**config.mk**
```make
export PLATFORM = sky130hd
export DESIGN_NAME = bip2c_ctrl
export DESIGN_NICKNAME = d
export VERILOG_FILES = /design/src/sv/bip2c_pkg.sv /design/src/sv/bip2c_ctrl.sv
export SDC_FILE = /design/constraint.sdc
export NUM_CORES = 1
export LEC_CHECK = 0
export BUFFER_PORTS_ARGS = -buffer_cell sky130_fd_sc_hd__buf_2
export CELL_PAD_IN_SITES_DETAIL_PLACEMENT = 0
export CELL_PAD_IN_SITES_GLOBAL_PLACEMENT = 1
export CORE_MARGIN = 1.5
export CORE_UTILIZATION = 30
export CTS_CLUSTER_DIAMETER = 200
export CTS_CLUSTER_SIZE = 12
export DETAILED_ROUTE_END_ITERATION = 6
export PLACE_DENSITY_LB_ADDON = 0.05
export SYNTH_ARGS = -nofsm -noshare
export SYNTH_HDL_FRONTEND = slang
export SYNTH_SLANG_ARGS = --single-unit
```
**constraint.sdc**
```tcl
create_clock -name clk -period 1.55 [get_ports clk]
set_input_delay 0.31 -clock clk [delete_from_list [all_inputs] [get_ports clk]]
set_output_delay 0.31 -clock clk [all_outputs]
set_load 0.02 [all_outputs]
```
**src/sv/bip2c_pkg.sv**
```systemverilog
`default_nettype none
package bip2c_pkg;

  localparam int MAX_NODES = 256;
  localparam int MAX_EDGES = 4096;
  localparam int NODE_W    = 8;
  localparam int NCNT_W    = 9;   // node count, list start index
  localparam int EIDX_W    = 13;  // edge count, edge index
  localparam int EADR_W    = 12;  // edge store address
  localparam int COL_W     = 2;

  localparam logic [COL_W-1:0] COL_NONE = 2'd0;
  localparam logic [COL_W-1:0] RED      = 2'd1;
  localparam logic [COL_W-1:0] BLUE     = 2'd2;

  localparam logic [1:0] ST_OK    = 2'd0;
  localparam logic [1:0] ST_FULL  = 2'd1;
  localparam logic [1:0] ST_RANGE = 2'd2;
  localparam logic [1:0] ST_ORDER = 2'd3;

  typedef logic [4:0] op_t;
  localparam op_t OP_NOP      = 5'd0;
  localparam op_t OP_TAKE     = 5'd1;
  localparam op_t OP_SETERR   = 5'd2;
  localparam op_t OP_FILL     = 5'd3;
  localparam op_t OP_STORE    = 5'd4;
  localparam op_t OP_RES_BAD  = 5'd5;
  localparam op_t OP_POSTOK   = 5'd6;
  localparam op_t OP_CFILL    = 5'd7;
  localparam op_t OP_CLR      = 5'd8;
  localparam op_t OP_ROOTINIT = 5'd9;
  localparam op_t OP_RES_PASS = 5'd10;
  localparam op_t OP_RDROOT   = 5'd11;
  localparam op_t OP_NEXTROOT = 5'd12;
  localparam op_t OP_START    = 5'd13;
  localparam op_t OP_LSA      = 5'd14;
  localparam op_t OP_LSB      = 5'd15;
  localparam op_t OP_POP      = 5'd16;
  localparam op_t OP_POPLD    = 5'd17;
  localparam op_t OP_EDGE     = 5'd18;
  localparam op_t OP_RDDEST   = 5'd19;
  localparam op_t OP_PUSH     = 5'd20;
  localparam op_t OP_RES_FAIL = 5'd21;

  typedef struct packed {
    op_t op;
  } cmd_t;

  typedef struct packed {
    logic has_work;
    logic load_err;
    logic need_fill;
    logic last;
    logic bad_final;
    logic cfill_more;
    logic clr_more;
    logic root_done;
    logic root_coloured;
    logic frame_done;
    logic depth_one;
    logic dest_free;
    logic depth_full;
    logic clash;
  } stat_t;

  typedef struct packed {
    logic [NODE_W-1:0] node;
    logic [EIDX_W-1:0] nxt;
    logic [EIDX_W-1:0] fin;
    logic [COL_W-1:0]  col;
  } frame_t;

endpackage
`default_nettype wire

```
**src/sv/bip2c_ctrl.sv**
```systemverilog
`default_nettype none
module bip2c_ctrl (
  input  wire logic           clk,
  input  wire logic           rst_n,
  input  wire logic           in_valid,
  output logic                in_stall,
  output logic                out_valid,
  input  wire logic           out_stall,
  output bip2c_pkg::cmd_t     cmd,
  input  wire bip2c_pkg::stat_t stat
);
  import bip2c_pkg::*;

  localparam logic [3:0] S_LOAD = 4'd0;
  localparam logic [3:0] S_EDGE = 4'd1;
  localparam logic [3:0] S_POST = 4'd2;
  localparam logic [3:0] S_CFIL = 4'd3;
  localparam logic [3:0] S_CLR  = 4'd4;
  localparam logic [3:0] S_ROOT = 4'd5;
  localparam logic [3:0] S_RTC  = 4'd6;
  localparam logic [3:0] S_LSA  = 4'd7;
  localparam logic [3:0] S_LSB  = 4'd8;
  localparam logic [3:0] S_STEP = 4'd9;
  localparam logic [3:0] S_POPW = 4'd10;
  localparam logic [3:0] S_EW   = 4'd11;
  localparam logic [3:0] S_CC   = 4'd12;
  localparam logic [3:0] S_OUT  = 4'd13;

  logic [3:0] state_r, state_nxt;

  always_ff @(posedge clk) begin
    if (!rst_n) state_r <= S_LOAD;
    else        state_r <= state_nxt;
  end

  assign in_stall  = (state_r != S_LOAD);
  assign out_valid = (state_r == S_OUT);

  always_comb begin
    state_nxt = state_r;
    cmd.op    = OP_NOP;
    unique case (state_r)
      S_LOAD: if (in_valid) begin
        cmd.op = OP_TAKE; state_nxt = S_EDGE;
      end
      S_EDGE: begin
        priority if (!stat.has_work) state_nxt = S_POST;
        else if (stat.load_err) begin
          cmd.op = OP_SETERR; state_nxt = S_POST;
        end else if (stat.need_fill) cmd.op = OP_FILL;
        else begin
          cmd.op = OP_STORE; state_nxt = S_POST;
        end
      end
      S_POST: begin
        priority if (!stat.last) state_nxt = S_LOAD;
        else if (stat.bad_final) begin
          cmd.op = OP_RES_BAD; state_nxt = S_OUT;
        end else begin
          cmd.op = OP_POSTOK; state_nxt = S_CFIL;
        end
      end
      S_CFIL: if (stat.cfill_more) cmd.op = OP_CFILL;
              else state_nxt = S_CLR;
      S_CLR: begin
        if (stat.clr_more) cmd.op = OP_CLR;
        else begin
          cmd.op = OP_ROOTINIT; state_nxt = S_ROOT;
        end
      end
      S_ROOT: begin
        if (stat.root_done) begin
          cmd.op = OP_RES_PASS; state_nxt = S_OUT;
        end else begin
          cmd.op = OP_RDROOT; state_nxt = S_RTC;
        end
      end
      S_RTC: begin
        if (stat.root_coloured) begin
          cmd.op = OP_NEXTROOT; state_nxt = S_ROOT;
        end else begin
          cmd.op = OP_START; state_nxt = S_LSA;
        end
      end
      S_LSA: begin
        cmd.op = OP_LSA; state_nxt = S_LSB;
      end
      S_LSB: begin
        cmd.op = OP_LSB; state_nxt = S_STEP;
      end
      S_STEP: begin
        priority if (!stat.frame_done) begin
          cmd.op = OP_EDGE; state_nxt = S_EW;
        end else if (stat.depth_one) begin
          cmd.op = OP_NEXTROOT; state_nxt = S_ROOT;
        end else begin
          cmd.op = OP_POP; state_nxt = S_POPW;
        end
      end
      S_POPW: begin
        cmd.op = OP_POPLD; state_nxt = S_STEP;
      end
      S_EW: begin
        cmd.op = OP_RDDEST; state_nxt = S_CC;
      end
      S_CC: begin
        priority if (stat.dest_free && !stat.depth_full) begin
          cmd.op = OP_PUSH; state_nxt = S_LSA;
        end else if (stat.dest_free || stat.clash) begin
          cmd.op = OP_RES_FAIL; state_nxt = S_OUT;
        end else state_nxt = S_STEP;
      end
      S_OUT: if (!out_stall) state_nxt = S_LOAD;
      default: state_nxt = S_LOAD;
    endcase
  end

endmodule
`default_nettype wire

```
==> impl_results.md <==
- Status: finished, violations left
- Failing checks: negative setup slack
- Inserted Diodes: 0
- DR iter-0 viols: 23
- Max cap viols: 0
- CP max stage delay: 0.35 ns
- Drc violations: 0
- Nets@finish: about 180
- Reg2reg start: state_r[0]
- RSZ-0062 raised after global routing: true
- Syn Std Cell Area: 712 um^2
- H-tree depth: 1
- WHS: 0.339 ns
- FF-to-FF setup slack: 0 ns
- Pins over their slew limit: 0
- CTS Buf Count: 3
- Most used DFF post-synth: dfxtp_1
- First-pass GRT wire length: 4320 um
- IO Pins: 25
- Crit-path cells: buf_12 -> buf_12 -> nor2b_4 -> and3_4 -> a31oi_2 -> o211ai_1 -> buf_4
- Layout cells sized above 1: a little under 60%
- Worst Clk Skew: 0.00147 ns
- Reg-to-Reg End: state_r[2]
- Post-DP HPWL: 2100 um
- Pre-antenna DRT Iters: 4
- Sink Count: 4
- Number of synthesized flops with an enable pin: 0
- Top post-synthesis cells by area: dfxtp_1 11%, nor2_1 5.3%, a21oi_1 4.9%
- Die area: approximately 0.0027 mm^2
- R2R cell count: 5
- Hold Crit Class: in -> reg
- End point of the critical path: cmd[2]
- Final Critical Period: 1.89 ns
- Number of flip-flops in the largest register: 4
- Synth Register Bits: 4
- Distinct cells, synth: 42
- Tot GR Track Use: 21.1%
- Critical path capture point type: output port
- Vias in the first global route: 979
- Worst setup margin: -0.339 ns
- PD cells: 1020 mW/mm^2
- I/O Buffers: 24
- Row Count: 17
- Slew of the pin with the lowest slew margin: approximately 0.33 ns
- GR peak layer: met2
- Layout Area Growth over Synthesis: 85.6%
- Async SR Flop Fraction: 0%
- ANT nets after route: 0
- GR Util met1: 28.5%
- Largest registers: state_r (4)
- Grt met3 use: 3.45%
- Clock transition at path regs: 0.04 ns
- Clk buf depth: 2
- CTS Root Cell: clkbuf_4
- Antenna violations before repair: 0
- Worst-skew pair later-pin latency: 0.23 ns
- Die width: 51.7 um
- Worst IR Drop VDD: 0.000533 V
- Top reg by flops: state_r
- Tcrit/Tclk final: 122%
- Worst slack at placement: -0.146 ns
- Synth area leader: dfxtp_1
- RePlAce Congestion: between 0.8 and 0.9
- Largest net degree at the start of global routing: 11
- CP most frequent cell: buf_12
- Via count: 1014
- Vias per cell: 5.37
- Crit path launch type: flip-flop
- M2 GR Usage: 35.5%
- Top cell type's share of synthesized area: 11.2%
- Max frequency: 0.529 GHz
- Critical path class: reg -> out
- Final-report hold violation count: 0
- Slowest cell on crit path: dfxtp_4
- Drt total wl: about 2700 um
- Synth Area per Inst: 6.98 um^2
- CTS tree: yes
- P_leak: 0.559 nW
- Worst Path Max Fanout: 6
- Yosys warning count: 0
- Origin of the worst setup path: state_r[1]
- WL/cell: between 10 and 15 um
- Sequential area share after synthesis: about 11%
- Starting Density: 31.9%
- Slew HR: 77.8%
- Critical Path AT: 1.58 ns
- Required @ worst endpoint: 1.24 ns
- Final setup vio count: 8
- Die Y: 51.7 um
- Syn nets: 120
- Post-Synthesis Cells: 102
- Overflow after GRT: 0
- Core Area: 0.00223 mm^2
==> placed cells by master, fill, tap and decap left out, types with 2 or more instances in the layout <==
master / instances
dfxtp_4: 3
or3b_1: 2
nand3_1: 3
a31oi_1: 2
nor2_1: 8
nand2_1: 7
and3_1: 2
a21oi_1: 6
buf_4: 39
nand4_1: 2
buf_6: 6
clkbuf_4: 3
buf_12: 2
buf_2: 17
o21ai_0: 3
nor2b_1: 2
nor3_1: 6
a211oi_2: 2
a211oi_1: 2
o211ai_1: 4
inv_1: 3
nor2_2: 2
nand2b_1: 3
o21bai_1: 2
==> layout make-up <==
cell class                      count  area (um^2)
Clock buffer                        3         22.5
Fill cell                         223          912
Inverter                            4         15.0
Multi-Input combinational cell     86          671
Sequential cell                     4         92.6
Tap cell                           28         35.0
Timing Repair Buffer               64          485
==> metal layers <==
| layer | vias to the layer above | part of all wire [%] |
|---|---|---|
| met5 | - | 0 |
| met4 | 0 | 0.48 |
| met3 | 2 | 2.9 |
| met2 | 15 | 48 |
| met1 | 489 | 48 |
| li1 | 508 | - |
==> power breakdown <==
group / internal [mW] / switching, mW / leakage, nW
Sequential: 0.133 / 0.0343 / 0.0353
Clock: 0.0866 / 0.0423 / 0.0138
Combinational: 0.547 / 0.502 / 0.510
==> worst min-delay path by stage <==
stage | start | slack (ns) | endpoint | cells after the start
after floorplan | rst_n | 0.46 | state_r[0] | 2
after global placement | rst_n | 0.60 | state_r[0] | 3
after detailed placement | rst_n | 0.59 | state_r[0] | 3
after CTS | rst_n | 0.34 | state_r[0] | 3
after global routing | rst_n | 0.36 | state_r[0] | 3
final | rst_n | 0.34 | state_r[0] | 3
==> worst max-delay path: cells and delay by family (launching register included) <==
| kind | cells | cell delay, ns |
|---|---|---|
| compound gates | 2 | 0.21 |
| buf+inv | 3 | 0.42 |
| flops | 1 | 0.35 |
| simple gates | 2 | 0.35 |
==> cell families after synthesis <==
kind of cell,Yosys count,synth area share [%]
AO/OA/AOI/OAI,36,38.8
flip-flops,4,11.2
multiplexers,1,1.41
AND/OR/NAND/NOR,49,39.5
buffers and inverters,12,8.96
==> synthesized netlist by cell type, types with 3 or more instances <==
| library cell | n |
|---|---|
| dfxtp_1 | 4 |
| nor2b_1 | 3 |
| a21oi_1 | 7 |
| nand2b_1 | 4 |
| buf_2 | 3 |
| o21ai_0 | 5 |
| nand3_1 | 3 |
| nor2_1 | 10 |
| o211ai_1 | 4 |
| inv_1 | 4 |
| nand2_1 | 7 |
| nor3_1 | 6 |
| a31oi_1 | 3 |
| and3_1 | 3 |
| a211oi_1 | 3 |
==> stage by stage <==
step / instances / power (mW) / utilization [%] / cell area, um^2 / setup TNS, ns
6_report: 189 / 1.35 / 59.2 / 1320 / -1.44
5_1_grt: 189 / 1.43 / 59.2 / 1320 / -2.06
4_1_cts: 187 / 1.27 / 55.5 / 1240 / -1.37
3_5_place_dp: 183 / 1.04 / 51.3 / 1150 / -0.510
3_3_place_gp: 183 / 1.04 / 51.3 / 1150 / -0.514
2_1_floorplan: 102 / 0.690 / - / 747 / -0.0391
==> repair_timing <==
| item | 4_1_cts | 5_1_grt |
|---|---|---|
| buffers inserted | 1 | 2 |
| setup endpoints to repair | 11 | 11 |
| gates resized for setup | 24 | 12 |
| pin swaps | 9 | 4 |
| hold buffers | 0 | 0 |
| endpoints found under the hold margin | 0 | 0 |
Note: power is estimated with default switching activity, not from simulation.
